`config.mk`:
```
export PLATFORM = sky130hd
export DESIGN_NAME = cpd_queue
export DESIGN_NICKNAME = d
export VERILOG_FILES = /design/src/cpd_queue.sv
export SDC_FILE = /design/constraint.sdc
export NUM_CORES = 1
export LEC_CHECK = 0
export BUFFER_PORTS_ARGS = -buffer_cell sky130_fd_sc_hd__buf_2
export CAP_MARGIN = 0
export CORE_ASPECT_RATIO = 1.75
export CORE_MARGIN = 2
export CORE_UTILIZATION = 54
export CTS_CLUSTER_SIZE = 14
export DETAILED_ROUTE_END_ITERATION = 6
export PLACE_DENSITY = 0.92
export SETUP_SLACK_MARGIN = 0.1
export SYNTH_ARGS = -nofsm -noshare
export SYNTH_HDL_FRONTEND = slang
export SYNTH_SLANG_ARGS = --single-unit
```
`constraint.sdc`:
```
create_clock -name clk -period 3.95 [get_ports clk]
set_input_delay 0.395 -clock clk [delete_from_list [all_inputs] [get_ports clk]]
set_output_delay 0.395 -clock clk [all_outputs]
set_load 0.01 [all_outputs]
```
`src/cpd_queue.sv`:
```
// Two-entry queue of click-start positions between front and back.
// No dependencies.
module cpd_queue #(
  parameter int W = 15
) (
  input  logic         clk,
  input  logic         rst,
  input  logic         push,
  input  logic [W-1:0] push_data,
  input  logic         pop,
  output logic [W-1:0] pop_data,
  output logic         empty,
  output logic         full
);
  logic [W-1:0] entry [2];
  logic         wptr;
  logic         rptr;
  logic [1:0]   count;

  assign empty    = (count == 2'd0);
  assign full     = (count == 2'd2);
  assign pop_data = entry[rptr];

  always_ff @(posedge clk) begin
    if (push && !full) begin
      entry[wptr] <= push_data;
    end
    if (rst) begin
      wptr  <= 1'b0;
      rptr  <= 1'b0;
      count <= 2'd0;
    end else begin
      if (push && !full) wptr <= ~wptr;
      if (pop && !empty) rptr <= ~rptr;
      count <= count + 2'((push && !full) ? 1 : 0) - 2'((pop && !empty) ? 1 : 0);
    end
  end
endmodule

```
== Word-level counts from Yosys, hierarchy flattened ==
Memory sizes are Yosys's and may differ from the RTL's. A register that Yosys moved wholly into a read port is not among the register bits.
Cells that the tools add are included.

* Bits in writable memories: 30
* Logic and storage cells: 20
* Memories kept: 1
* Output and inout bits: 17
* Flip-flop bits (word level): 4

{| class="wikitable"
|+ Memories
! memory !! words !! bits a word !! read ports !! clocked after memory_dff !! write ports !! RTL line !! text
|-
| entry || 2 || 15 || 1 || 1 || 1 || 15 || <nowiki>logic [W-1:0] entry [2];</nowiki>
|}

* Reductions and logical operators: 5
* Muxes and demuxes: 6
* $add $sub $neg: 2
* Eq/ne operators: 1
* Bitwise operators: 2

{| class="wikitable"
|+ Operators by type and width
! kind !! number
|-
| 2-to-1 mux 1 bit || 6
|-
| adder 2 x 1 -> 2 bit || 1
|-
| equality test 2 bit, second input constant || 1
|-
| logical AND 1 bit || 2
|-
| zero test 1 bit || 2
|-
| zero test 2 bit || 1
|-
| NOT 1 bit || 2
|-
| subtractor 2 x 1 -> 2 bit || 1
|}

== Longest topological paths before layout ==
Gate-level depths: netlist of run 1.

* Depth after elaboration: 6
* Gate-level depth with buffers: 8
* Mapped depth without buffers: 8

== Worst setup path after synthesis of run 1 ==
No wires, ideal clock.

* Path type: register -> register
* From: register count[0]
* To: memory entry[0][0], enable pin
* Arrival time: 1.176 ns
* Setup time: 0.359 ns
* Cell stages (with the launch flop): 5
* Buffers on the path: 0
* Path slack: 2.415 ns
* Data required time: 3.591 ns
* Cells stage by stage: dfxtp_1 nand2b_2 inv_2 or3_1 inv_1

* Cells in the longest elaborated chain, start to end: 5

{| class="wikitable"
|+ RTL lines
! element !! RTL line !! text
|-
| from (decl) || 18 || <nowiki>logic [1:0] count;</nowiki>
|-
| from (signal assigned) || 35 || <nowiki>count <= count + 2'((push && !full) ? 1 : 0) - 2'((pop && !empty) ? 1 : 0);</nowiki>
|-
| equality test 2 bit || 21 || <nowiki>assign full = (count == 2'd2);</nowiki>
|-
| named net full || 13 || <nowiki>output logic full</nowiki>
|-
| zero test 1 bit || 25 || <nowiki>if (push && !full) begin</nowiki>
|-
| logical AND 1 bit || 25 ||
|-
| 2-to-1 mux 1 bit || 25 ||
|-
| 2-to-1 mux 1 bit (implied by the code) || 26 || <nowiki>entry[wptr] <= push_data;</nowiki>
|-
| to (decl) || 15 ||
|}

The timed path passes the listed nets, and every way through them passes these cells.

==> impl_metrics.yaml, run 1 <==
grt:
  grt_usage_pct: 17.37
  grt_pass1_wl_um: 3077
  grt_pass1_vias: 732
  antenna_found_initial: 0
  grt_max_degree: 16
  overflow: 0
worst_setup_path:
  r2r-start: "count[0]$_SDFF_PP0_"
  cp_slowest_cell: "dfxtp_1"
  worst_r2r_endpoint: "entry[0][6]$_DFFE_PP_"
  worstRegToRegCells: 4
  worstPathArrival_ns: 1.56
  critical-path-max-stage-delay_ns: 0.74
  setup.worst_path.start_class: "flop"
  worst-path-stages: 2
  cp.buffers_inverters: 1
  cp.required_ns: 3.56
  rrSetupSlack_ns: 2.21
  crit_path_cell_trace: "mux2_1, buf_2"
  path_max_fanout: 15
  path_class: "reg -> out"
  critical-path-top-delay-family: "flip-flops"
  end_kind: "primary output"
clock_tree:
  post_cts_resized: 0
  cts_tree: "done"
  ctsRootBufferMaster: "clkbuf_8"
  numCtsBuffers: 5
  post-cts-setup-buffer-count: 0
  hold_buffers: 0
  cts_max_level: 2
  cts_num_sinks: 35
  worstSkewPairLatency_ns: 0.29
  cts_max_path_buffers: 2
  clkTransAtPathRegs_ns: 0.06
cells_and_area:
  synthToLayoutAreaGrowth_pct: 21.56
  multi_input_area_sq_um: 289.0
  diodes: 0
  drive_gt1_share_pct: 39.13
  regArea_sq_mm: 0.001001
  nets: 135
  final_common_cell: "buf_2"
  final_cell_mix: "buf_2 (35), edfxtp_1 (30), mux2_1 (15)"
  fin_area_sq_mm: 0.001602
  finalNonFillerCells: 140
  final_core_util_pct: 69.57
  final.fill_count: 153
floorplan:
  boundaryPins: 36
  die_area_sq_mm: 0.002867
  die_x_um: 41.34
  die_h_um: 69.34
  initial_core_util_pct: 57.23
  rows: 23
  core_sq_mm: 0.002302
power_and_ir_drop:
  leakage_nw: 0.6478
  power_density_mw_per_mm2: 642.7
  peakVddDrop_mv: 0.4125
synth:
  synthAdderAreaFrac_pct: 1.899
  synth_seq_cells: 35
  synth.avg_cell_area_sq_um: 17.80
  netlist_area_sq_mm: 0.001318
  synth_top_family_by_area: "multiplexers"
  synth.distinct_cells: 21
  ys.warnings.count: 0
  synth_edf_count: 30
  synth_compound_area_share_pct: 1.425
  syn_nets: 95
  yosys.area_share.xor_xnor_pct: 1.330
  yosysSeqAreaShare_pct: 75.97
  synth.area.mux_share_pct: 12.82
  ys_async_sr_fraction_pct: 0
  syn_inst: 74
  ys.flop_type: "edfxtp_1"
  yosys.area_share.simple_pct: 4.463
min_path:
  hp-class: "in -> reg"
  worstHoldStart: "push_data[3]"
  hold_path_end: "entry[1][3]$_DFFE_PP_"
  hold_depth: 1
sta:
  max_freq_mhz: 512.0
  finalSetupViolCount: 0
  tightest_slew_ns: 0.6543
  setup_tns_ns: 0
  drv_slew: 0
  hold-worst-slack_ns: 0.2945
  period_needed_ns: 1.953
  relSlewSlack_pct: 56.32
  period_share_pct: 49.44
  final.setup_skew_ns: 0.005267
  rsz0062_at_grt: "false"
  hold_viol_final: 0
place:
  place_hpwl_um: 1372
  place_congestion: 0.6163
  port-buffer-count: 35
  placed_cells: 132
  placed_cell_area_sq_mm: 0.001511
routing:
  route.detailed.drc: 0
  drt_pass1_iterations: 4
  drtAntennaViolNets: 0
  dr_total_vias: 724
  vias_per_cell: 5.171
  wl_um: 1940
  wl_per_cell_um: 13.86
  drt_iter0_drc: 11
run:
  drv_cap: 0
status:
  status: "complete, no violations"
power by group:
group	total, mW	internal, mW	switching [mW]
Clock	0.255	0.139	0.116
Combinational	0.256	0.123	0.133
Sequential	0.518	0.475	0.0424
Total	1.03	0.738	0.292
state kept, by name, indices dropped and copies added (netlist names), named ones only:
| signal | count |
|---|---|
| count | 2 |
| entry | 30 |
| rptr | 1 |
| wptr | 1 |
through the flow:
stage / total power, mW / worst slack, ns
after floorplan: 0.6888 / 2.415
after global placement: 0.7673 / 2.275
after detailed placement: 0.7856 / 2.206
after CTS: 1.042 / 1.966
after global routing: 1.091 / 1.906
final: 1.029 / 1.997
how the worst max path moves through the flow:
stage	slack [ns]	start	end
floorplan	2.42	count[0]$_SDFF_PP0_	entry[0][0]$_DFFE_PP_
global placement	2.27	push	entry[0][5]$_DFFE_PP_
detailed placement	2.21	push	entry[0][5]$_DFFE_PP_
CTS	1.97	flop	pop_data[10]
global route	1.91	flop	pop_data[10]
finish	2.00	flop	pop_data[10]
cells in the mapped netlist, types with 2 or more instances:
cell       n  area (sq um)
edfxtp_1  30         900.9
ha_1       2         25.02
inv_1      3         11.26
mux2_1    15         168.9
nor2_1     4         15.01
dfxtp_1    5         100.1
layer usage:
layer | GRT usage (%) | part of all wire (%) | vias to the layer above
met5 | 0 | 0 | -
met4 | 12.90 | 3.9 | 0
met3 | 8.333 | 6.2 | 7
met2 | 28.30 | 55 | 25
met1 | 13.79 | 34 | 341
li1 | - | - | 351
kinds of logic after synthesis:
family	Yosys count
DFF	35
muxes	15
and+or+nand+nor	11
buffers and inverters	6
AOI/OAI and AO/OA	3
xor gates and xnor gates	2
adders and majority gates	2
cell type report:
class	instances	share of cell area [%]
Inverter	4	0.9375
Clock inverter	1	0.2344
Sequential cell	35	62.50
Tap cell	25	1.953
Multi-Input combinational cell	33	18.05
Timing Repair Buffer	35	10.94
Clock buffer	7	5.391
Note: power is estimated with default switching activity, not from simulation.
==> run 2: changes to the inputs <==
Settings changed: CORE_UTILIZATION 54 to 45, PLACE_DENSITY 0.92 to 0.83.
Clock period 3.95 ns to 1.62 ns, I/O delays scaled along.
==> impl_metrics.yaml, run 2 (synthesized netlist as in run 1, its figures left out) <==
status:
  status: "complete, no violations"
sta:
  drv_slew: 0
  tightest_slew_ns: 0.3651
  setup_tns_ns: 0
  hold_viol_final: 0
  max_freq_mhz: 649.9
  finalSetupViolCount: 0
  period_needed_ns: 1.539
  final.setup_skew_ns: 0.004769
  relSlewSlack_pct: 75.66
  worst_slack_ns: 0.08135
  period_share_pct: 94.98
  rsz0062_at_grt: "true"
cells_and_area:
  reg.largest.list: "entry: 30 flops, count: 2 flops"
  final_cell_mix: "buf_2 (35), edfxtp_1 (30), mux2_1 (15)"
  multi_input_area_sq_um: 327.8
  regArea_sq_mm: 0.001008
  drive_gt1_share_pct: 47.90
  final.fill_count: 247
  regMostFlops: "entry"
  finalNonFillerCells: 147
  synthToLayoutAreaGrowth_pct: 28.49
  largest_reg_flops: 30
  diodes: 0
  nets: 139
  final_common_cell: "buf_2"
  fin_area_sq_mm: 0.001693
power_and_ir_drop:
  p_seq_share_pct: 46.7
  comb_power_share_pct: 31.0
  leakage_nw: 0.6666
  p_total_mw: 2.660
  p_int_mw: 1.878
  pwr-share-clk_pct: 22.4
  sw_frac_of_total_pct: 29.40
  power_density_mw_per_mm2: 1571
  p_switching_mw: 0.7818
  peakVddDrop_mv: 1.049
place:
  place_congestion: 0.6556
  placed_cells: 137
  placed_cell_area_sq_mm: 0.001534
  dp_slack_ns: -0.02723
  place_hpwl_um: 1657
  port-buffer-count: 35
clock_tree:
  cts_max_level: 2
  cts_num_sinks: 35
  hold_buffers: 0
  worstSkewPairLatency_ns: 0.28
  numCtsBuffers: 5
  cts_max_path_buffers: 2
  cts_tree: "done"
  ctsRootBufferMaster: "clkbuf_8"
  clkTransAtPathRegs_ns: 0.07
routing:
  wl_um: 2284
  wl_per_cell_um: 15.54
  vias_per_cell: 5.061
  drtAntennaViolNets: 0
  drt_iter0_drc: 23
  route.detailed.drc: 0
  dr_total_vias: 744
  drt_pass1_iterations: 2
worst_setup_path:
  path_max_fanout: 4
  setup.worst_path.start_class: "flop"
  path_class: "reg -> reg"
  worstPathArrival_ns: 1.74
  cp.required_ns: 1.82
  end_kind: "flop"
floorplan:
  core_sq_mm: 0.002863
  die_area_sq_mm: 0.003394
  boundaryPins: 36
  initial_core_util_pct: 46.02
  rows: 26
  die_h_um: 75.58
  die_x_um: 44.90
min_path:
  hp-class: "in -> reg"
run:
  drv_cap: 0
grt:
  grt_pass1_vias: 768
  grt_max_degree: 16
  antenna_found_initial: 0
  grt_pass1_wl_um: 3436
  overflow: 0
  grt_usage_pct: 15.45
run 2: cell count changes in the layout (fill, tap and decap cells not counted), moves of 2 or more:
cell	before	now
dfxtp_4	0	2
buf_4	0	3
ha_1	2	0
dfxtp_1	5	3
clkinvlp_4	0	2
run 2: critical path, stage by stage, from the launching register on:
cell     delay [ns]
dfxtp_4        0.36
o21a_4         0.23
ha_4           0.26
inv_1          0.04
ha_2           0.17
xor2_1         0.14
and2_1         0.15
nor3_1         0.11
run 2: stage by stage:
step,hold slack [ns],utilization (%)
after floorplan,0.2311,-
after global placement,0.3509,53.58
after detailed placement,0.3531,53.58
after CTS,0.05481,58.96
after global routing,0.04872,59.13
final,0.06687,59.13
run 2: final timing paths:
path,startpoint,to,slack (ns),cells after the start
min,push_data[1],entry[0][1]$_DFFE_PP_,0.07,1
min reg2reg,wptr$_SDFFE_PP0P_,wptr$_SDFFE_PP0P_,0.51,2
max reg2reg,count[0]$_SDFF_PP0_,count[1]$_SDFF_PP0_,0.08,7
max,count[0]$_SDFF_PP0_,count[1]$_SDFF_PP0_,0.08,7
run 2: area by class of cell:
type / count / area share (%)
Multi-Input combinational cell: 33 / 19.36
Tap cell: 28 / 2.069
Inverter: 4 / 1.109
Clock inverter: 2 / 0.7391
Clock buffer: 6 / 4.287
Sequential cell: 35 / 59.57
Timing Repair Buffer: 39 / 12.86
run 2: power by group through the flow:
| stage | Combinational, mW | Clock [mW] | Sequential, mW |
|---|---|---|---|
| floorplan | 0.471 | 0 | 1.21 |
| global placement | 0.691 | 0 | 1.22 |
| detailed placement | 0.737 | 0 | 1.24 |
| CTS | 0.831 | 0.611 | 1.24 |
| global route | 0.901 | 0.652 | 1.26 |
| finish | 0.824 | 0.594 | 1.24 |
run 2: layer usage:
metal  share of wire (%)  track usage [%]  vias to the layer above
li1                    -                -                      359
met1                  33            13.96                      356
met2                  60            28.02                       25
met3                 5.5            6.161                        4
met4                 1.6            8.824                        0
met5                   0                0                        -
run 2: timing repair:
item | in CTS | in global routing
setup buffers | 2 | 0
setup endpoints to repair | 16 | 5
gates resized for setup | 10 | 1
pin swaps | 1 | 0
