$ cat config.mk
export PLATFORM = sky130hd
export DESIGN_NAME = cpd_front
export DESIGN_NICKNAME = d
export VERILOG_FILES = /design/src/cpd_pkg.sv /design/src/cpd_front.sv
export SDC_FILE = /design/constraint.sdc
export NUM_CORES = 1
export LEC_CHECK = 0
export ABC_AREA = 1
export BUFFER_PORTS_ARGS = -buffer_cell sky130_fd_sc_hd__buf_2
export CORE_MARGIN = 3
export CORE_UTILIZATION = 58
export DETAILED_ROUTE_END_ITERATION = 16
export GPL_TIMING_DRIVEN = 0
export PLACE_DENSITY_LB_ADDON = 0.2
export SLEW_MARGIN = 10
export SYNTH_ARGS = -nofsm -noshare
export SYNTH_HDL_FRONTEND = slang
export SYNTH_SLANG_ARGS = --single-unit
$ cat constraint.sdc
create_clock -name clk -period 6.45 [get_ports clk]
set_input_delay 1.29 -clock clk [delete_from_list [all_inputs] [get_ports clk]]
set_output_delay 1.29 -clock clk [all_outputs]
set_load 0.005 [all_outputs]
$ cat src/cpd_pkg.sv
// Shared types and constants for the click peak detector.
// No dependencies.
package cpd_pkg;

  localparam int SEGMENT_LEN_DEF = 4096;
  localparam int MAX_CLICKS_DEF  = 63;
  localparam int CFG_IDX_W       = 3;
  localparam int CFG_DATA_W      = 32;
  localparam int CLICK_CNT_W     = 6;
  localparam int CLICK_IDX_W     = 12;

  localparam logic [CFG_IDX_W-1:0] REG_POWER_THR = 3'd0;
  localparam logic [CFG_IDX_W-1:0] REG_RATIO_THR = 3'd1;
  localparam logic [CFG_IDX_W-1:0] REG_REFRACT   = 3'd2;
  localparam logic [CFG_IDX_W-1:0] REG_NBD       = 3'd3;
  localparam logic [CFG_IDX_W-1:0] REG_AVG_WIN   = 3'd4;

  typedef enum logic [2:0] {
    F_LOAD, F_SETUP, F_SCAN, F_CHK, F_WAIT, F_SUM
  } front_state_t;

  typedef enum logic [2:0] {
    B_IDLE, B_SETUP, B_RUN, B_WAIT, B_DEC
  } back_state_t;

  // back to front status
  typedef struct packed {
    logic                   idle;
    logic                   click_ovf;
    logic [CLICK_CNT_W-1:0] clicks;
  } back_status_t;

endpackage

$ cat src/cpd_front.sv
// Front: loads samples, scans power values for click starts, emits summary.
// Depends on cpd_pkg.
module cpd_front #(
  parameter int SEGMENT_LEN = cpd_pkg::SEGMENT_LEN_DEF,
  parameter int AW = $clog2(SEGMENT_LEN),
  parameter int CW = $clog2(SEGMENT_LEN) + 1,
  parameter int SW = ((CW > 13) ? CW : 13) + 2
) (
  input  logic                 clk,
  input  logic                 rst,
  input  logic                 start,
  input  logic                 last,
  output logic                 busy,
  input  logic [31:0]          power_threshold,
  input  logic [12:0]          refractory_len,
  input  logic [12:0]          avg_window,
  output logic                 wr_en,
  output logic [AW-1:0]        wr_addr,
  output logic [AW-1:0]        p_raddr,
  input  logic [31:0]          p_rdata,
  output logic                 push,
  output logic [SW-1:0]        push_pos,
  input  logic                 q_full,
  input  logic                 q_empty,
  input  logic                 reply_valid,
  input  logic signed [SW-1:0] reply_pos,
  input  cpd_pkg::back_status_t bstat,
  output logic signed [SW-1:0] shift,
  output logic signed [SW-1:0] nscan,
  output logic                 sum_valid,
  output logic                 sample_ovf
);
  cpd_pkg::front_state_t state, state_next;
  logic [CW-1:0]         count;
  logic [12:0]           quiet;
  logic signed [SW-1:0]  pos;
  logic                  accept;
  logic                  has_room;
  logic [12:0]           avg_eff;
  logic                  is_quiet;

  assign accept   = start && !busy;
  assign has_room = count < CW'(SEGMENT_LEN);
  assign avg_eff  = (avg_window == 13'd0) ? 13'd1 : avg_window;
  assign is_quiet = p_rdata <= power_threshold;
  assign wr_en    = accept && has_room;
  assign wr_addr  = count[AW-1:0];
  assign p_raddr  = pos[AW-1:0];
  assign push_pos = pos;

  always_comb begin
    state_next = state;
    case (state)
      cpd_pkg::F_LOAD:  if (accept && last) state_next = cpd_pkg::F_SETUP;
      cpd_pkg::F_SETUP: state_next = cpd_pkg::F_SCAN;
      cpd_pkg::F_SCAN:  state_next = (pos < nscan) ? cpd_pkg::F_CHK : cpd_pkg::F_SUM;
      cpd_pkg::F_CHK: begin
        if (is_quiet || quiet < refractory_len) begin
          state_next = cpd_pkg::F_SCAN;
        end else if (!q_full) begin
          state_next = cpd_pkg::F_WAIT;
        end
      end
      cpd_pkg::F_WAIT:  if (reply_valid) state_next = cpd_pkg::F_SCAN;
      cpd_pkg::F_SUM:   state_next = cpd_pkg::F_LOAD;
      default:          state_next = cpd_pkg::F_LOAD;
    endcase
  end

  always_comb begin
    busy      = (state != cpd_pkg::F_LOAD);
    sum_valid = (state == cpd_pkg::F_SUM);
    push      = (state == cpd_pkg::F_CHK) && !is_quiet &&
                (quiet >= refractory_len) && !q_full;
  end

  always_ff @(posedge clk) begin
    if (rst) begin
      state      <= cpd_pkg::F_LOAD;
      count      <= '0;
      sample_ovf <= 1'b0;
      quiet      <= '0;
      pos        <= '0;
      shift      <= '0;
      nscan      <= '0;
    end else begin
      state <= state_next;
      case (state)
        cpd_pkg::F_LOAD: begin
          if (accept) begin
            if (has_room) count <= count + CW'(1);
            else          sample_ovf <= 1'b1;
          end
        end
        cpd_pkg::F_SETUP: begin
          shift <= $signed(SW'(avg_eff >> 1));
          nscan <= $signed(SW'(count)) - $signed(SW'(avg_eff)) + SW'(1);
          quiet <= '0;
          pos   <= '0;
        end
        cpd_pkg::F_CHK: begin
          if (is_quiet) begin
            if (quiet != 13'h1FFF) quiet <= quiet + 13'd1;
            pos <= pos + SW'(1);
          end else if (quiet < refractory_len) begin
            quiet <= '0;
            pos   <= pos + SW'(1);
          end else if (!q_full) begin
            quiet <= '0;
          end
        end
        cpd_pkg::F_WAIT: if (reply_valid) pos <= reply_pos + SW'(1);
        cpd_pkg::F_SUM: begin
          count      <= '0;
          sample_ovf <= 1'b0;
        end
        default: ;
      endcase
    end
  end

  // summary only once the back end has drained
  a_sum_idle: assert property (@(posedge clk) disable iff (rst)
    sum_valid |-> (q_empty && bstat.idle)) else $error("summary while back busy");
  a_push_room: assert property (@(posedge clk) disable iff (rst)
    push |-> !q_full) else $error("push into full queue");
  a_pos_range: assert property (@(posedge clk) disable iff (rst)
    (state == cpd_pkg::F_CHK) |-> (pos >= 0)) else $error("negative scan position");
endmodule

[Word level (Yosys, flattened, before mapping)]
Index checks and enable logic that the tools add are counted.
Word-level totals
  word-level logic and storage cells: 76
  flip-flop bits (word level): 72
  output and inout bits: 74
Operators by class
  eq/ne operators: 15
  reductions and logical operators: 21
  order comparisons: 5
  add/sub/neg operators: 6
  multiplexer cells: 22
Operators by type and width (count)
  $mux W13: 7
  $pmux W13 S2: 2
  $mux W15: 3
  $pmux W15 S3: 1
  $le A32 B32 Y1: 1
  $add A15 B2 Y15 const B: 2
  $add A13 B1 Y13 const B: 2
  $add A14 B2 Y15 const B: 1
  $lt A15 B15 Y1: 1
  $mux W3: 5
  $pmux W3 S5: 1
  $reduce_and A3 Y1: 5
  $sub A13 B13 Y14: 1
  $ge A13 B13 Y1: 1
  $logic_not A13 Y1: 1
  $lt A13 B13 Y1: 1
  $lt A13 B13 Y1 const B: 1
  $ne A13 B13 Y1 const B: 1
  $ne A2 B2 Y1 const B: 5
  $eq A3 B2 Y1 const B: 2
  $eq A3 B3 Y1 const B: 2
  $logic_and A1 B1 Y1: 6
  $ne A3 B3 Y1 const B: 2
  $reduce_bool A3 Y1: 2
  9 further kinds: 13

[Longest topological paths before layout]
Gate-level depths: netlist of run 1.
  word-level depth: 6
  depth in mapped cells: 20

[Least setup slack after synthesis of run 1]
OpenSTA, ideal clock, no wires.
  path type: input-to-output
  start: input port power_threshold[23]
  end: output port push
  stages on the path: 10
  setup slack: 2.628 ns
  arrival time: 2.532 ns
  required time: 5.160 ns
  path through: inv_1 -> ha_1 -> nand2_1 -> nor2_1 -> nand4_1 -> nor3b_2 -> nand2_1 -> nand2_1 -> nand2_1 -> nor4_1
On the way
  longest elaborated chain between the ends: 5
RTL lines
  from (decl): line cpd_front.sv:14  | input logic [31:0] power_threshold,
  $le A32 B32 Y1: line cpd_front.sv:45  | assign is_quiet = p_rdata <= power_threshold;
  $logic_not A1 Y1: line cpd_front.sv:73  | push = (state == cpd_pkg::F_CHK) && !is_quiet &&
  $logic_and A1 B1 Y1 (2 in series): line cpd_front.sv:73
  $logic_and A1 B1 Y1: line cpd_front.sv:74  | (quiet >= refractory_len) && !q_full;
  to (decl): line cpd_front.sv:21  | output logic push,
Every way passes these cells.

[Final worst setup path of run 1]
Ends and elaborated chain as after synthesis.

==> results of run 1 <==
==> stage by stage <==
step | instance area, µm² | setup slack (ns) | power, W | instances | utilization (%)
after detailed placement | 7825 | 2.071 | 0.0009844 | 1399 | 70.63
final | 8145 | 2.035 | 0.001528 | 1415 | 73.53
after global routing | 8145 | 1.830 | 0.001626 | 1415 | 73.53
after floorplan | 6749 | 2.628 | 0.0008303 | 1079 | -
after CTS | 8145 | 2.072 | 0.001532 | 1415 | 73.53
after global placement | 7825 | 2.133 | 0.0009715 | 1399 | 70.63
==> per-layer routing <==
layer / wire length (µm) / part of all wire [%] / up-vias
met5: 0 / 0 / -
met4: 496 / 2.7 / 0
met3: 1050 / 5.8 / 41
met2: 8904 / 49 / 220
met1: 7808 / 43 / 3218
li1: - / - / 3775
==> cells in the final DEF, fill, tap and decap left out, types with 2 or more instances in the layout <==
| master | n |
|---|---|
| nand2_1 | 249 |
| inv_1 | 201 |
| buf_2 | 188 |
| nor2_1 | 104 |
| a21oi_1 | 85 |
| ha_1 | 76 |
| dfxtp_1 | 72 |
| nand3_1 | 58 |
| o21ai_0 | 53 |
| buf_4 | 29 |
| nand4_1 | 23 |
| nor3_1 | 15 |
| xor2_1 | 14 |
| clkbuf_1 | 11 |
| nand2_2 | 9 |
| clkbuf_16 | 9 |
| nor2_2 | 8 |
| nor2_4 | 6 |
| inv_2 | 6 |
| nor4_1 | 5 |
| nand2_4 | 5 |
| o21ai_2 | 5 |
| nand3b_1 | 4 |
| xnor2_1 | 4 |
| buf_6 | 3 |
| o21ai_1 | 3 |
| o21a_1 | 3 |
| conb_1 | 3 |
| a21o_1 | 2 |
| nand4_2 | 2 |
| nand3_2 | 2 |
| bufinv_16 | 2 |
| clkinv_4 | 2 |
==> state kept, by name, indices dropped and copies added (netlist names) <==
signal,count
nscan,15
push_pos,15
count,13
quiet,13
shift,12
state,3
sample_ovf,1
==> critical path: cells and delay by family <==
| family | cells | cell delay [ns] |
|---|---|---|
| buf+inv | 3 | 0.29 |
| simple gates | 8 | 1.27 |
| fa+ha+maj | 1 | 0.28 |
==> power by group <==
part	switching, W	internal (W)
Sequential	0.0000380	0.000485
Combinational	0.000268	0.000189
Clock	0.000206	0.000341
Total	0.000512	0.00102
==> kinds of logic after synthesis <==
family	count (synthesis)	share of synthesized area (%)
and+or+nand+nor	497	33.15
buffers and inverters	257	16.41
AOI/OAI and AO/OA	155	12.27
adders and majority gates	77	14.40
DFF	72	21.38
xor gates and xnor gates	18	2.339
other	1	0.05563
==> cell usage after synthesis, types with 3 or more instances <==
master    count  area (µm²)
nand2_1     249       934.7
inv_1       201       754.5
nor2_1      104       390.4
a21oi_1      85       425.4
ha_1         76       950.9
dfxtp_1      72        1441
nand3_1      58       290.3
o21ai_0      53       265.3
buf_4        29       217.7
nand4_1      23       143.9
nor3_1       15       75.07
xor2_1       14       122.6
clkbuf_1     10       37.54
nand2_2       9       56.30
buf_2         8       40.04
nor2_2        8       50.05
inv_2         6       22.52
nor2_4        6       67.56
nand2_4       5       56.30
nor4_1        5       31.28
o21ai_2       5       43.79
nand3b_1      4       30.03
xnor2_1       4       35.03
buf_6         3       33.78
o21a_1        3       22.52
o21ai_1       3       15.01
==> final timing paths <==
path | end | start
min reg2reg | sample_ovf | sample_ovf
max | push | power_threshold[23]
max reg2reg | nscan[9] | count[0]
min | sample_ovf | sample_ovf
==> final cells by class <==
cell class / count / area, µm²
timing repair buffer: 180 / 900.9
inverter: 207 / 777.0
multi-input combinational: 750 / 4202
clock inverter: 6 / 91.34
fill: 1009 / 2933
clock buffer: 10 / 229.0
buffer: 50 / 329.1
tap: 140 / 175.2
sequential: 72 / 1441
==> metrics.txt, run 1 <==
R2R depth 18; status finished, final reports clean; Final Hold Fails 0; Final Max Slew Viols 0; routed length per placed instance 12.90 µm; number of synthesized flops with an enable pin 0; # nets final 1467; post-route ant nets 0; #FFs+latches synth 72; r2r setup slk 3.70 ns; vias 7254; yosys synthesis warning count 0; clock latency on the worst-skew pair 0.34 ns; layout cells sized above 1 22.12%; Max-Cap Viols 0; GR Util met2 50.57%; top_reg_cell synth dfxtp_1; Residual DRC 0; die area 0.01295 mm²; CP max FO 4; htree depth 3; first-pass GRT wire length 30440 µm; Setup Buffers After CTS 0; CTS Hold Buffers Added 0; gp weighted congestion 0.9291; Final Cycle Share 68.45%; Slew HR 61.49%; die extent in y 113.8 µm; CP max-delay cell nor4_1; Crit. End Element output port; CTS clk-pin slew, worst paths 0.07 ns; TritonCTS clock tree built; RSZ-0062 raised after global routing no; Starting Density 60.85%; Rows 38; final WL 18260 µm; setup violators final 0; VDD IR max 173.1 µV; Max Fclk 0.2265 GHz; io pins 194; Static Leakage 4.705 nW; Synth cell types 42; Worst-Margin Slew 0.5777 ns; Post-Syn Area 0.006741 mm²; Avg Vias per Cell 5.127; CTS sink count 72; antenna cells 0; Die X 113.8 µm; port bufs 180; vias in the first global route 6896; sequential-to-total area share from yosys stat 21.38%; critical path arrival 3.12 ns; Global Route met1 Usage 34.36%; DR iter-0 viols 328; hold_ws 0.4486 ns; Post-Synthesis Cells 1077; initial antenna violation count 0; met3 Use GR 4.775%; Syn-to-layout area delta 20.82%; Inserted Clock Buffers 9; critical path required time 5.16 ns; clock buffer depth 2; ys async rst share 0%; Pre-antenna DRT Iters 5; cell repeated most along the worst path nand2_1; total gr overflow 0; placed wire-length estimate 14730 µm; worst hold path type reg -> reg; Avg Cell Area, Syn 6.259 µm²; WS Path Type in -> out; Pwr per Cell Area 187.5 mW/mm²; grt peak-use layer met2; Core Box Area 0.01108 mm²; Setup Skew 0.01252 ns; gr usage total 28.39%; pin count of the biggest net entering global routing 14; clk root buf clkbuf_16; CP peak stage delay 0.32 ns; CTS resizes 0; Fin Setup TNS 0 ns; hold depth 2; post-route minimum period 4.415 ns; Setup crit start kind input pin; critical-path cell list buf_2, inv_1, ha_1, nand2_1, nor2_1, nand4_1, nor3b_2, nand2_1, nand2_1, nand2_1, nor4_1, buf_2
(Power assumes the default switching activity.)
==> inputs of run 2 (changes only) <==
- CORE_UTILIZATION: 58 -> 54
- clock period: 6.45 -> 4.3 ns (I/O delays scaled with it)
==> metrics.txt, run 2 (synthesis gave the netlist of run 1 again) <==
Final Max Slew Viols 0 (unchanged); Setup Buffers After CTS 0 (unchanged); TritonCTS clock tree built (unchanged); post-route ant nets 0 (unchanged); placed wire-length estimate 14790 µm (was 14730 µm); clk root buf clkbuf_16 (unchanged); pin count of the biggest net entering global routing 16 (was 14); vias in the first global route 6568 (was 6896); Setup crit start kind input pin (unchanged); CTS clk-pin slew, worst paths 0.06 ns (was 0.07 ns); Worst-Margin Slew 0.5759 ns (was 0.5777 ns); CTS sink count 72 (unchanged); RSZ-0062 raised after global routing no (unchanged); total gr overflow 0 (unchanged); die area 0.01386 mm² (was 0.01295 mm²); Fin Setup TNS 0 ns (unchanged); post-route minimum period 3.490 ns; hold_ws 0.4476 ns (was 0.4486 ns); worst hold path type reg -> reg (unchanged); clock latency on the worst-skew pair 0.35 ns (was 0.34 ns); final instance area 0.008147 mm² (was 0.008145 mm²); # nets final 1467 (unchanged); Die X 117.7 µm (was 113.8 µm); CP max FO 4 (unchanged); gp weighted congestion 0.9821 (was 0.9291); layout cells sized above 1 22.20% (was 22.12%); critical path required time 3.44 ns (was 5.16 ns); placed cell area 0.007860 mm² (was 0.007825 mm²); most common cell after layout, fill and taps aside nand2_1 (unchanged); clock buffer depth 2 (unchanged); Avg Vias per Cell 4.956 (was 5.127); Crit. End Element output port (unchanged); Setup Skew 0.006685 ns (was 0.01252 ns); most frequent cells in the layout nand2_1, inv_1, buf_2 (unchanged); port bufs 180 (unchanged); CTS resizes 0 (unchanged); Max-Cap Viols 0 (unchanged); Inserted Clock Buffers 9 (unchanged); vias 7151 (was 7254); routed length per placed instance 12.49 µm (was 12.90 µm); Pre-antenna DRT Iters 5 (unchanged); fin util 67.26% (was 73.53%); final WL 18030 µm (was 18260 µm); status finished, final reports clean (unchanged); Final Hold Fails 0 (unchanged); htree depth 3 (unchanged); Residual DRC 0 (unchanged); Pwr per Cell Area 270.9 mW/mm² (was 187.5 mW/mm²); critical path arrival 2.63 ns (was 3.12 ns); r2r setup slk 1.65 ns (was 3.70 ns); setup violators final 0 (unchanged); io pins 194 (unchanged); Starting Density 55.66% (was 60.85%); CTS Hold Buffers Added 0 (unchanged); Final Cycle Share 81.17%; first-pass GRT wire length 29680 µm (was 30440 µm); antenna cells 0 (unchanged); WS Path Type in -> out (unchanged); die extent in y 117.7 µm (was 113.8 µm); Slew HR 61.61% (was 61.49%); gr usage total 25.73% (was 28.39%); Core Box Area 0.01211 mm² (was 0.01108 mm²); Static Leakage 4.684 nW (was 4.705 nW); Rows 40 (was 38); initial antenna violation count 0 (unchanged); VDD IR max 290.0 µV (was 173.1 µV); DR iter-0 viols 338 (was 328); Max Fclk 0.2865 GHz; Syn-to-layout area delta 20.84% (was 20.82%)
==> run 2: changes by cell type in the layout (fill, tap and decap cells not counted), sizes merged <==
| cell | previous run | this run |
|---|---|---|
| clkinvlp | 0 | 2 |
| inv | 208 | 212 |
| clkbuf | 20 | 19 |
| bufinv | 2 | 0 |
| clkinv | 3 | 0 |
==> run 2: critical path, stage by stage <==
cell and delay, ns:
buf_2 0.07, inv_1 0.03, ha_1 0.28, nand2_1 0.05, inv_1 0.06, nand3_1 0.08, nor3_1 0.27, nand2_1 0.09
nand2_1 0.07, nand2_1 0.05, nand2_1 0.14, nand2_1 0.11, nor4_1 0.26, buf_2 0.19
==> run 2: layout make-up <==
| type | count | area (µm²) |
|---|---|---|
| multi-input combinational | 750 | 4202 |
| fill | 1159 | 3965 |
| sequential | 72 | 1441 |
| timing repair buffer | 180 | 900.9 |
| inverter | 207 | 777.0 |
| buffer | 50 | 329.1 |
| clock buffer | 9 | 225.2 |
| tap | 168 | 210.2 |
| clock inverter | 7 | 61.31 |
==> run 2: through the flow <==
step / setup WS [ns] / cells / power (W)
after floorplan: 1.088 / 1079 / 0.001245
after global placement: 0.5701 / 1427 / 0.001460
after detailed placement: 0.5885 / 1427 / 0.001477
after CTS: 0.8370 / 1443 / 0.002212
after global routing: 0.4860 / 1443 / 0.002353
final: 0.8097 / 1443 / 0.002207
==> run 2: path summary, 6_finish.rpt <==
kind,start,to,cells past startpoint
max,power_threshold[11],push,14
min,sample_ovf,sample_ovf,2
max reg2reg,count[0],nscan[10],15
min reg2reg,sample_ovf,sample_ovf,2
==> run 2: metal layers <==
metal	track usage [%]	routed length, µm
met5	0	0
met4	10.04	527
met3	4.565	903
met2	44.95	8630
met1	31.39	7967
==> run 2: report_power, final <==
group          switching (W)  leakage [nW]  internal [W]
Combinational       0.000400          3.96      0.000284
Clock               0.000336         0.135      0.000403
Sequential         0.0000564         0.588      0.000727
Total               0.000793          4.68       0.00141
