--- config.mk ---
export PLATFORM = sky130hd
export DESIGN_NAME = cpd_back
export DESIGN_NICKNAME = d
export VERILOG_FILES = /design/src/cpd_pkg.sv /design/src/cpd_back.sv
export SDC_FILE = /design/constraint.sdc
export NUM_CORES = 1
export LEC_CHECK = 0
export BUFFER_PORTS_ARGS = -buffer_cell sky130_fd_sc_hd__buf_4
export CORE_ASPECT_RATIO = 1.1
export CORE_UTILIZATION = 57
export CTS_CLUSTER_DIAMETER = 150
export DETAILED_ROUTE_END_ITERATION = 6
export PLACE_DENSITY_LB_ADDON = 0.05
export SETUP_SLACK_MARGIN = 0.15
export SLEW_MARGIN = 10
export SYNTH_ARGS = -nofsm -noshare
export SYNTH_HDL_FRONTEND = slang
export SYNTH_SLANG_ARGS = --single-unit
--- constraint.sdc ---
create_clock -name clk -period 16.9 [get_ports clk]
set_input_delay 0 -clock clk [delete_from_list [all_inputs] [get_ports clk]]
set_output_delay 0 -clock clk [all_outputs]
set_load 0.03 [all_outputs]
--- src/cpd_pkg.sv ---
// Shared types and constants for the click peak detector.
// No dependencies.
package cpd_pkg;

  localparam int SEGMENT_LEN_DEF = 4096;
  localparam int MAX_CLICKS_DEF  = 63;
  localparam int CFG_IDX_W       = 3;
  localparam int CFG_DATA_W      = 32;
  localparam int CLICK_CNT_W     = 6;
  localparam int CLICK_IDX_W     = 12;

  localparam logic [CFG_IDX_W-1:0] REG_POWER_THR = 3'd0;
  localparam logic [CFG_IDX_W-1:0] REG_RATIO_THR = 3'd1;
  localparam logic [CFG_IDX_W-1:0] REG_REFRACT   = 3'd2;
  localparam logic [CFG_IDX_W-1:0] REG_NBD       = 3'd3;
  localparam logic [CFG_IDX_W-1:0] REG_AVG_WIN   = 3'd4;

  typedef enum logic [2:0] {
    F_LOAD, F_SETUP, F_SCAN, F_CHK, F_WAIT, F_SUM
  } front_state_t;

  typedef enum logic [2:0] {
    B_IDLE, B_SETUP, B_RUN, B_WAIT, B_DEC
  } back_state_t;

  // back to front status
  typedef struct packed {
    logic                   idle;
    logic                   click_ovf;
    logic [CLICK_CNT_W-1:0] clicks;
  } back_status_t;

endpackage

--- src/cpd_back.sv ---
// Back: peak ratio search around each click start, click emission.
// Depends on cpd_pkg.
module cpd_back #(
  parameter int SEGMENT_LEN = cpd_pkg::SEGMENT_LEN_DEF,
  parameter int MAX_CLICKS  = cpd_pkg::MAX_CLICKS_DEF,
  parameter int AW = $clog2(SEGMENT_LEN),
  parameter int SW = 15
) (
  input  logic                  clk,
  input  logic                  rst,
  input  logic [31:0]           ratio_threshold,
  input  logic [11:0]           neighbourhood_len,
  input  logic signed [SW-1:0]  shift,
  input  logic signed [SW-1:0]  nscan,
  input  logic                  q_empty,
  input  logic [SW-1:0]         q_data,
  output logic                  pop,
  output logic [AW-1:0]         r_raddr,
  input  logic [31:0]           r_rdata,
  output logic                  reply_valid,
  output logic signed [SW-1:0]  reply_pos,
  output logic                  click_valid,
  output logic [cpd_pkg::CLICK_IDX_W-1:0] click_index,
  input  logic                  seg_clear,
  output cpd_pkg::back_status_t bstat
);
  cpd_pkg::back_state_t state, state_next;
  logic signed [SW-1:0] ti, lo, hi, j, best;
  logic signed [SW-1:0] c_pos, lo_c, hi_c, best_back, best_fwd;
  logic [31:0]          best_val;
  logic                 first, rd_v, rd_last;
  logic signed [SW-1:0] rd_idx;
  logic [cpd_pkg::CLICK_CNT_W-1:0] clicks;
  logic                 click_ovf;
  logic                 is_click, has_room;

  assign c_pos     = ti - shift;
  assign best_back = best - shift;
  assign best_fwd  = best + shift;
  assign is_click  = best_val > ratio_threshold;
  assign has_room  = clicks < cpd_pkg::CLICK_CNT_W'(MAX_CLICKS);
  assign r_raddr   = j[AW-1:0];
  assign bstat     = '{idle: (state == cpd_pkg::B_IDLE), click_ovf: click_ovf, clicks: clicks};

  always_comb begin
    lo_c = c_pos - $signed(SW'(neighbourhood_len));
    hi_c = c_pos + $signed(SW'(neighbourhood_len)) + SW'(1);
    if (lo_c < 0)     lo_c = '0;
    if (hi_c > nscan) hi_c = nscan;
  end

  always_comb begin
    state_next = state;
    case (state)
      cpd_pkg::B_IDLE:  if (!q_empty) state_next = cpd_pkg::B_SETUP;
      cpd_pkg::B_SETUP: state_next = (hi_c > lo_c) ? cpd_pkg::B_RUN : cpd_pkg::B_IDLE;
      cpd_pkg::B_RUN:   if (j == hi - SW'(1)) state_next = cpd_pkg::B_WAIT;
      cpd_pkg::B_WAIT:  state_next = cpd_pkg::B_DEC;
      cpd_pkg::B_DEC:   state_next = cpd_pkg::B_IDLE;
      default:          state_next = cpd_pkg::B_IDLE;
    endcase
  end

  always_comb begin
    pop         = (state == cpd_pkg::B_IDLE) && !q_empty;
    reply_valid = 1'b0;
    reply_pos   = ti;
    click_valid = 1'b0;
    click_index = best_fwd[cpd_pkg::CLICK_IDX_W-1:0];
    case (state)
      cpd_pkg::B_SETUP: reply_valid = !(hi_c > lo_c);
      cpd_pkg::B_DEC: begin
        reply_valid = 1'b1;
        click_valid = is_click && has_room;
        if (is_click && best_back > ti) reply_pos = best_back;
      end
      default: ;
    endcase
  end

  always_ff @(posedge clk) begin
    if (rst) begin
      state     <= cpd_pkg::B_IDLE;
      clicks    <= '0;
      click_ovf <= 1'b0;
      rd_v      <= 1'b0;
      rd_last   <= 1'b0;
      first     <= 1'b0;
    end else begin
      state   <= state_next;
      rd_v    <= (state == cpd_pkg::B_RUN);
      rd_last <= (state == cpd_pkg::B_RUN) && (j == hi - SW'(1));
      rd_idx  <= j;
      if (rd_v && (first || r_rdata > best_val)) begin
        best_val <= r_rdata;
        best     <= rd_idx;
        first    <= 1'b0;
      end
      case (state)
        cpd_pkg::B_IDLE:  if (!q_empty) ti <= $signed(q_data);
        cpd_pkg::B_SETUP: begin
          lo    <= lo_c;
          hi    <= hi_c;
          j     <= lo_c;
          first <= 1'b1;
        end
        cpd_pkg::B_RUN:   j <= j + SW'(1);
        cpd_pkg::B_DEC: begin
          if (is_click) begin
            if (has_room) clicks <= clicks + cpd_pkg::CLICK_CNT_W'(1);
            else          click_ovf <= 1'b1;
          end
        end
        default: ;
      endcase
      if (seg_clear) begin
        clicks    <= '0;
        click_ovf <= 1'b0;
      end
    end
  end

  a_rd_window: assert property (@(posedge clk) disable iff (rst)
    (state == cpd_pkg::B_RUN) |-> (j >= lo && j < hi)) else $error("read outside window");
  a_dec_after_last: assert property (@(posedge clk) disable iff (rst)
    (state == cpd_pkg::B_DEC) |-> $past(rd_last)) else $error("decision before last read");
  a_click_cap: assert property (@(posedge clk) disable iff (rst)
    click_valid |-> has_room) else $error("click over capacity");
endmodule

Word-level counts from Yosys, hierarchy flattened. Index checks and enable logic that the tools add are counted.

Add/subtract/negate cells: 9. Eq/ne operators: 7. Reductions and logical operators: 18. Mux-type cells: 13. Bitwise operators: 3. Magnitude comparators: 7.

Operator list (count): $gt A32 B32 Y1 (2); $mux W15 (4); $gt A15 B15 Y1 (3); $add A15 B2 Y15 const B (2); $pmux W15 S2 (1); $sub A15 B15 Y15 (2); $add A15 B13 Y15 (1); $eq A15 B15 Y1 (1); $lt A15 B1 Y1 const B (1); $sub A15 B13 Y15 (1); $sub A15 B2 Y15 const B (1); $add A12 B12 Y12 (1); $pmux W3 S4 (1); $reduce_and A3 Y1 (3); $reduce_and A2 Y1 (4); $add A6 B1 Y6 const B (1); $eq A3 B2 Y1 const B (2); $lt A6 B6 Y1 const B (1); $mux W3 (2); $logic_and A1 B1 Y1 (4); $ne A2 B2 Y1 const B (2); $reduce_bool A2 Y1 (2); $eq A3 B1 Y1 const B (1); $eq A3 B3 Y1 const B (1); 8 further kinds (13).

Word-level logic and storage cells: 68. Output and inout bits: 50. Bits of input ports: 125. Flip-flop bits (word level): 119.

Logic depth before layout (Yosys ltp). Gate-level depths: netlist of run 1.

Depth in word-level cells: 8. Depth in mapped cells: 36.

Worst setup path after synthesis of run 1. Ideal clock, no wire load.

Kind: register -> register. From: register best_val[17]. To: register best[0], enable pin. Required time: 16.196 ns. Path slack: 7.194 ns. Arrival: 9.001 ns. Period minus slack after synthesis: 9.706 ns. Stages on the path, launching flop included: 14. Library setup time: 0.704 ns. Cell sequence: edfxtp_1 -> inv_1 -> ha_1 -> a21o_1 -> a21o_1 -> a21o_1 -> a21oi_1 -> nor2b_1 -> o21ai_0 -> nand2b_1 -> a21oi_1 -> o311ai_0 -> a21oi_1 -> a2111oi_0.

Word-level cells in the longest chain between the ends: 4.

Ends and longest elaborated chain: from (decl) (line cpd_back.sv:30) `logic [31:0] best_val;`; from (signal assigned) (line cpd_back.sv:95) `best_val <= r_rdata;`; $gt A32 B32 Y1 (line cpd_back.sv:94) `if (rd_v && (first || r_rdata > best_val)) begin`; $logic_or A1 B1 Y1 (line cpd_back.sv:94); $logic_and A1 B1 Y1 (line cpd_back.sv:94); $reduce_and A2 Y1 (no line); to (signal assigned) (line cpd_back.sv:96) `best <= rd_idx;`; to (decl) (line cpd_back.sv:28) `logic signed [SW-1:0] ti, lo, hi, j, best;`.

Every way passes these cells. A chain may end at the register's enable or synchronous reset.

Final worst setup path of run 1.
From: register ti[0]. To: output port reply_valid.

Word-level cells in the longest chain between the ends: 8.

Ends and longest elaborated chain: from (decl) (line cpd_back.sv:28); from (signal assigned) (line cpd_back.sv:100) `cpd_pkg::B_IDLE: if (!q_empty) ti <= $signed(q_data);`; $sub A15 B15 Y15 * (line cpd_back.sv:37) `assign c_pos = ti - shift;`; $add A15 B13 Y15 * (line cpd_back.sv:47) `hi_c = c_pos + $signed(SW'(neighbourhood_len)) + SW'(1);`; $add A15 B2 Y15 * (line cpd_back.sv:47); $gt A15 B15 Y1 (line cpd_back.sv:49) `if (hi_c > nscan) hi_c = nscan;`; $mux W15 * (line cpd_back.sv:49); named net hi_c[13] (line cpd_back.sv:29) `logic signed [SW-1:0] c_pos, lo_c, hi_c, best_back, best_fwd;`; $gt A15 B15 Y1 * (line cpd_back.sv:71) `cpd_pkg::B_SETUP: reply_valid = !(hi_c > lo_c);`; $logic_not A1 Y1 * (line cpd_back.sv:71); $pmux W1 S2 * (line cpd_back.sv:70) `case (state)`; to (decl) (line cpd_back.sv:20) `output logic reply_valid,`.

Mark *: on every way through the listed nets, which the timed path passes. The rest lies on a longest branch.

==> metrics.log, run 1 <==
INFO  metric gp_routability_congestion = 0.905
INFO  metric drv.max_cap_violation_count = 0
INFO  metric endpoint_kind = output port
INFO  metric io_pins = 175
INFO  metric initialDrtViolationCount = 528
INFO  metric die_height = 147 microns
INFO  metric core-area = 18500 sq um
INFO  metric tritoncts = yes
INFO  metric finish.net_count = 1681
INFO  metric worst-path-max-fanout = 21
INFO  metric worst-slew-pin-transition = 1.06 ns
INFO  metric timing.final.hold_violations = 0
INFO  metric fin_skew = 0.0191 ns
INFO  metric numClockSinks = 119
INFO  metric synth_fp_nets = 1464
INFO  metric clock_path_buffers = 2
INFO  metric global_router_s_overall_resource_usage = 29.0%
INFO  metric critical_path.startpoint_type = flip-flop
INFO  metric num_rows = 52
INFO  metric drt_drc_violations_left = 0
INFO  metric layout.cell_area.non_filler = 13400 sq um
INFO  metric floorplan.die.width = 134 microns
INFO  metric detailed_place_hpwl = 21600 microns
INFO  metric synth_edf_count = 107
INFO  metric timing.setup.tns = 0 ns
INFO  metric asyncSetResetFlopFracSynth = 0%
INFO  metric peakVddDrop = 0.0941 mV
INFO  metric route.antenna.remaining_nets = 0
INFO  metric mostFrequentLayoutCell = buf_4
INFO  metric avgRoutedWirePerCell = 17.1 microns
INFO  metric grt_first_pass_wirelength = 44200 microns
INFO  metric flow.area_growth_from_synthesis = 23.6%
INFO  metric final_number_of_max_transition_violations = 0
INFO  metric synth_ff_type = edfxtp_1
INFO  metric mostFrequentLayoutCells = 178 x buf_4, 172 x ha_1, 161 x inv_1, 107 x edfxtp_1, 82 x a21oi_1
INFO  metric post-route-min-period = 7.87 ns
INFO  metric antenna_found_initial = 0
INFO  metric pnr_total_power = 1.27 mW
INFO  metric cts-htree-levels = 4
INFO  metric port_buffers = 174
INFO  metric dieArea = 19600 sq um
INFO  metric worst-endpoint-required = 16.90 ns
INFO  metric post_synth_inst_count = 1162
INFO  metric detailedPlace.worstSlack = 9.60 ns
INFO  metric fin_ws = 9.03 ns
INFO  metric static-leakage-power = 6.26 nW
INFO  metric worst-endpoint-arrival = 7.87 ns
INFO  metric yosys_reg_bits = 119
INFO  metric rsz0062_at_grt = false
INFO  metric maxSlewHeadroom = 28.8%
INFO  metric cts_inserted_buffers = 17
INFO  metric fmax = 127 MHz
INFO  metric root_buffer = clkbuf_16
INFO  metric diodes = 0
INFO  metric cellPowerDensity = 94.1 nW/um^2
INFO  metric cts.reportedPaths.clkPinSlew = 0.06 ns
INFO  metric placement.cell_area = 12300 sq um
INFO  metric cts_setup_buffers = 0
INFO  metric avg_synthesized_cell_area = 9.35 sq um
INFO  metric post_route_cells_drive_above_1_share = 18.5%
INFO  metric drt_first_pass_iters = 5
INFO  metric criticalPathCategory = flip-flop to output port
INFO  metric num_vias = 9159
INFO  metric grt_max_degree = 38
INFO  metric global_route.overflow_total = 0
INFO  metric route.final.wire_length = 28000 microns
INFO  metric initial_utilization = 58.6%
INFO  metric status = completed
INFO  metric ys_warn_count = 0
INFO  metric seq_area_frac_synth = 31.8%
INFO  metric report.final.setup_viol = 0
INFO  metric final_core_util = 72.5%
INFO  metric synth_area = 10900 sq um
INFO  metric layout_worst_path_cycle_share = 46.6%
INFO  metric min_path_type = input port to flip-flop
INFO  metric synthDistinctLibCells = 90
INFO  metric number_of_global_route_vias_before_repair = 8919
INFO  metric vias_per_cell = 5.60
INFO  metric clk-insertion-delay-late = 0.43 ns
[final cells by class]
| cell class | count | area [sq um] |
|---|---|---|
| clock inverter | 13 | 120 |
| timing repair buffer | 238 | 1940 |
| multi-input combinational | 841 | 6560 |
| clock buffer | 19 | 453 |
| fill | 1426 | 5100 |
| sequential | 119 | 3450 |
| tap | 243 | 304 |
| inverter | 162 | 608 |
[Yosys cell counts (18+ instances only)]
library cell / number / share of area [%]
ha_1: 172 / 20
inv_1: 161 / 5.6
edfxtp_1: 107 / 30
a21oi_1: 82 / 3.8
nor2_1: 80 / 2.8
xnor2_1: 60 / 4.8
nand2_1: 51 / 1.8
o21ai_0: 42 / 1.9
a21o_1: 30 / 2.1
xor2_1: 30 / 2.4
nand3_1: 29 / 1.3
nand4_1: 26 / 1.5
nor3_1: 24 / 1.1
nor2b_1: 20 / 1.2
nand2b_1: 18 / 1.0
[flip-flops by register name, summed over array words and instances (netlist names)]
| register | flops |
|---|---|
| first | 1 |
| clicks | 6 |
| rd_v | 1 |
| click_ovf | 1 |
| best_val | 32 |
| rd_idx | 15 |
| ti | 15 |
| hi | 15 |
| best | 15 |
| state | 3 |
| j | 15 |
[metrics by stage]
step           hold slack [ns]  cells
2_1_floorplan           0.0989   1162
3_3_place_gp             0.179   1543
3_5_place_dp             0.181   1543
4_1_cts                 0.0545   1635
5_1_grt                 0.0897   1635
6_report                0.0596   1635
[what timing repair did]
item                                    in CTS  in global routing
hold buffers                                60                  0
endpoints found under the hold margin       66                  0
endpoints found under the setup margin       0                  0
gates resized for setup                      0                  0
[kinds of logic (layout without fill, tap and decap cells)]
group | after synthesis | in the layout | share of synthesized area, %
buffers and inverters | 202 | 432 | 7.90
xor gates and xnor gates | 91 | 91 | 7.51
DFF | 119 | 119 | 31.8
adders and majority gates | 178 | 178 | 20.8
and+or+nand+nor | 300 | 300 | 14.0
AOI/OAI and AO/OA | 245 | 245 | 15.0
muxes | 27 | 27 | 2.97
[per-layer routing]
metal	track usage, %	vias up	wire [microns]
met2	49.2	288	13500
li1	-	4540	-
met3	3.73	41	1230
met1	37.9	4290	12600
met5	0	-	0
met4	10.2	0	707
[worst max-delay path, stage by stage, from the launching register on]
cell      delay (ns)
edfxtp_1        0.35
inv_1           0.07
ha_1            0.20
fa_1            0.45
xnor2_1         0.36
ha_1            0.39
nor3_1          0.30
o31ai_1         0.12
a21oi_1         0.20
o21bai_1        0.08
a21oi_1         0.15
nor2_1          0.08
o21ba_2         0.22
o311ai_0        0.32
nand3_1         0.15
xnor2_1         0.23
ha_1            0.28
and3_1          0.21
a221o_1         0.34
o21ai_2         0.71
mux2_2          0.43
ha_1            0.29
nand3_1         0.11
or2_2           0.30
a211o_1         0.27
o41ai_2         0.50
o31a_1          0.19
buf_4           0.16
[power breakdown]
group	total (mW)	switching, mW	internal, mW
combinational	0.535	0.300	0.235
sequential	0.373	0.0212	0.352
clock	0.357	0.145	0.211
total	1.27	0.467	0.798
[final timing paths]
path,cells after the start,start,to,slack [ns]
worst min register to register,0,rd_idx[14],best[14],0.42
worst max-delay path,27,ti[0],reply_valid,9.03
worst max register to register,26,ti[0],state[1],9.49
worst min-delay path,4,nscan[0],hi[0],0.06
Note: power is estimated with default switching activity, not from simulation.
==> run 2, diff against run 1 <==
CORE_UTILIZATION = 53   (was 57)
clock period = 6.44 ns   (was 16.9 ns; I/O delays follow)
==> metrics.log, run 2 (synthesis gave the netlist of run 1 again) <==
INFO  metric report.final.setup_viol = 2 (+2)
INFO  metric die_height = 152 microns (+3.7%)
INFO  metric floorplan.die.width = 139 microns (+3.7%)
INFO  metric largest_register_ff_count = 32 (unchanged)
INFO  metric grt_first_pass_wirelength = 45800 microns (+3.4%)
INFO  metric io_pins = 175 (unchanged)
INFO  metric route.antenna.remaining_nets = 0 (unchanged)
INFO  metric hold_path.startpoint = nscan[4]
INFO  metric criticalPathCategory = flip-flop to output port
INFO  metric worst-path-max-fanout = 5 (-76%)
INFO  metric initial_utilization = 54.5% (-4.1 points)
INFO  metric fill_cell_instance_count_of_the_final_layout = 1557 (+9.2%)
INFO  metric fin_skew = 0.0183 ns (-0.000864 ns)
INFO  metric netSwitchingPower = 1.35 mW (+190%)
INFO  metric crit-reg2reg-launch = ti[0]
INFO  metric timing.final.hold_violations = 0 (unchanged)
INFO  metric route.final.wire_length = 28900 microns (+2.9%)
INFO  metric worst_setup_path_startpoint = ti[0]
INFO  metric drv.max_cap_violation_count = 0 (unchanged)
INFO  metric fin_ws = -0.453 ns (-9.48 ns)
INFO  metric mostFrequentLayoutCells = 228 x buf_4, 160 x inv_1, 160 x ha_1, 107 x edfxtp_1, 79 x nor2_1
INFO  metric fmax = 145 MHz
INFO  metric clk-insertion-delay-late = 0.42 ns (about the same)
INFO  metric rrSetupSlack = -0.13 ns (-9.62 ns)
INFO  metric avgRoutedWirePerCell = 17.0 microns (-1.1%)
INFO  metric num_vias = 9370 (+2.3%)
INFO  metric tritoncts = yes
INFO  metric cts_inserted_buffers = 17 (unchanged)
INFO  metric antenna_found_initial = 0 (unchanged)
INFO  metric mostFrequentLayoutCell = buf_4
INFO  metric num_rows = 54 (+3.8%)
INFO  metric root_buffer = clkbuf_16
INFO  metric drt_drc_violations_left = 29 (+29)
INFO  metric detailedPlace.worstSlack = -0.273 ns (-9.87 ns)
INFO  metric critPathMostFrequentCell = ha_4
INFO  metric cellPowerDensity = 257 nW/um^2 (+170%)
INFO  metric post_route_cells_drive_above_1_share = 24.9% (+6.4 points)
INFO  metric worst-endpoint-arrival = 6.89 ns (-0.98 ns)
INFO  metric grt_max_degree = 38 (unchanged)
INFO  metric worst-endpoint-required = 6.44 ns (-10.46 ns)
INFO  metric diodes = 0 (unchanged)
INFO  metric sequentialPowerShare = 26.8% (-2.7 points)
INFO  metric p_clk_share = 25.3% (-2.9 points)
INFO  metric final_number_of_max_transition_violations = 0 (unchanged)
INFO  metric drt_first_pass_iters = 7 (+2)
INFO  metric global_route.overflow_total = 0 (unchanged)
INFO  metric cpLargestDelayFamily = compound AO/OA/AOI/OAI gates
INFO  metric initialDrtViolationCount = 491 (-7.0%)
INFO  metric peakVddDrop = 0.245 mV (+160%)
INFO  metric post-route-min-period = 6.89 ns
INFO  metric final_cell_count_no_fill = 1701 (+4.0%)
INFO  metric slowest_delay = 0.44 ns (-0.27 ns)
INFO  metric endpoint_kind = output port
INFO  metric gp_routability_congestion = 0.914 (+1.0%)
INFO  metric timing.setup.tns = -0.583 ns (-0.583 ns)
INFO  metric holdPathStages = 3 (-1)
INFO  metric hold_end = hi[4]
INFO  metric comb_power_share = 48.0% (+5.7 points)
INFO  metric failed_checks = design-rule violations, negative setup slack
INFO  metric min_path_type = input port to flip-flop
INFO  metric timing.hold.ws = 0.0252 ns (-0.0344 ns)
INFO  metric placedCellCount = 1595 (+3.4%)
INFO  metric power.share.switching = 36.8% (-0.071 points)
INFO  metric layout_worst_path_cycle_share = 107%
INFO  metric maxSlewHeadroom = 37.4% (+8.6 points)
INFO  metric rr_endpoint = state[1]
INFO  metric critical_path.startpoint_type = flip-flop
INFO  metric clock_path_buffers = 2 (unchanged)
INFO  metric vias_per_cell = 5.51 (-1.7%)
INFO  metric port_buffers = 174 (unchanged)
INFO  metric power_report.internal_total = 2.31 mW (+190%)
INFO  metric flow.area_growth_from_synthesis = 30.9%
INFO  metric cts-htree-levels = 4 (unchanged)
INFO  metric crit_path_top_delay_cell = o32a_1
INFO  metric timing.reg2reg.worst_path_depth = 33 (+27%)
INFO  metric rsz0062_at_grt = true
INFO  metric dieArea = 21100 sq um (+7.4%)
INFO  metric detailed_place_hpwl = 22000 microns (+1.9%)
INFO  metric worstPathBufferInverterCount = 5 (+3)
INFO  metric static-leakage-power = 6.61 nW (+5.6%)
INFO  metric finish.net_count = 1738 (+3.4%)
INFO  metric register_with_the_most_flip_flops = best_val
INFO  metric status = finished with violations
INFO  metric cts.reportedPaths.clkPinSlew = 0.06 ns (about the same)
INFO  metric number_of_global_route_vias_before_repair = 9300 (+4.3%)
INFO  metric core-area = 19900 sq um (+7.5%)
INFO  metric worst-slew-pin-transition = 0.939 ns (-0.125 ns)
INFO  metric global_router_s_overall_resource_usage = 27.6% (-1.4 points)
INFO  metric numClockSinks = 119 (unchanged)
## run 2: cell types whose count changed in the layout (fill, tap and decap cells not counted), sizes merged
cell	previous run	this run
buf	178	236
clkbuf	19	21
clkinvlp	3	1
dlygate4sd3	60	58
inv	166	168
bufinv	1	0
clkinv	5	4
o21ai	46	47
## run 2: how the worst max path moves through the flow
stage | to | slack, ns | cells past startpoint
2_1_floorplan | reply_valid | 0.16 | 29
3_3_place_gp | reply_valid | -0.09 | 30
3_5_place_dp | reply_valid | -0.27 | 32
4_1_cts | reply_valid | -0.44 | 32
5_1_grt | reply_valid | -0.70 | 32
6_report | reply_valid | -0.45 | 32
## run 2: repair_timing
action / in CTS / in global routing
pin swaps: 30 / 33
endpoints found under the setup margin: 2 / 2
gates cloned: 2 / 0
setup buffers: 7 / 7
endpoints found under the hold margin: 64 / 0
resized for setup: 33 / 32
hold buffers: 58 / 0
## run 2: final cells by class
class	instances	area (sq um)	share of cell area (%)
Multi-Input combinational cell	842	6900	48.5
Sequential cell	119	3450	24.3
Timing Repair Buffer	294	2380	16.7
Inverter	162	608	4.28
Clock buffer	21	482	3.39
Tap cell	252	315	2.22
Clock inverter	11	86.3	0.607
## run 2: layer usage
metal | routed length (microns) | global-route usage, %
met1 | 12800 | 35.5
met3 | 1390 | 4.56
met5 | 0 | 0
met4 | 870 | 11.0
met2 | 13800 | 46.4
## run 2: through the flow
stage / util, % / power [mW] / cell area (sq um)
finish: 71.4 / 3.66 / 14200
global route: 71.4 / 3.87 / 14200
detailed placement: 63.3 / 2.48 / 12600
floorplan: - / 2.00 / 10900
global placement: 63.3 / 2.45 / 12600
CTS: 70.2 / 3.57 / 14000
## run 2: worst min-delay path: stages
cell and delay, ns:
buf_4 0.08, mux2_2 0.15, buf_4 0.11
## run 2: power by group through the flow
stage / clock network [mW] / registers [mW] / logic [mW]
2_1_floorplan: 0 / 0.967 / 1.03
3_3_place_gp: 0 / 0.993 / 1.45
3_5_place_dp: 0 / 0.994 / 1.48
4_1_cts: 0.938 / 0.978 / 1.65
5_1_grt: 0.972 / 0.986 / 1.92
6_report: 0.926 / 0.980 / 1.76
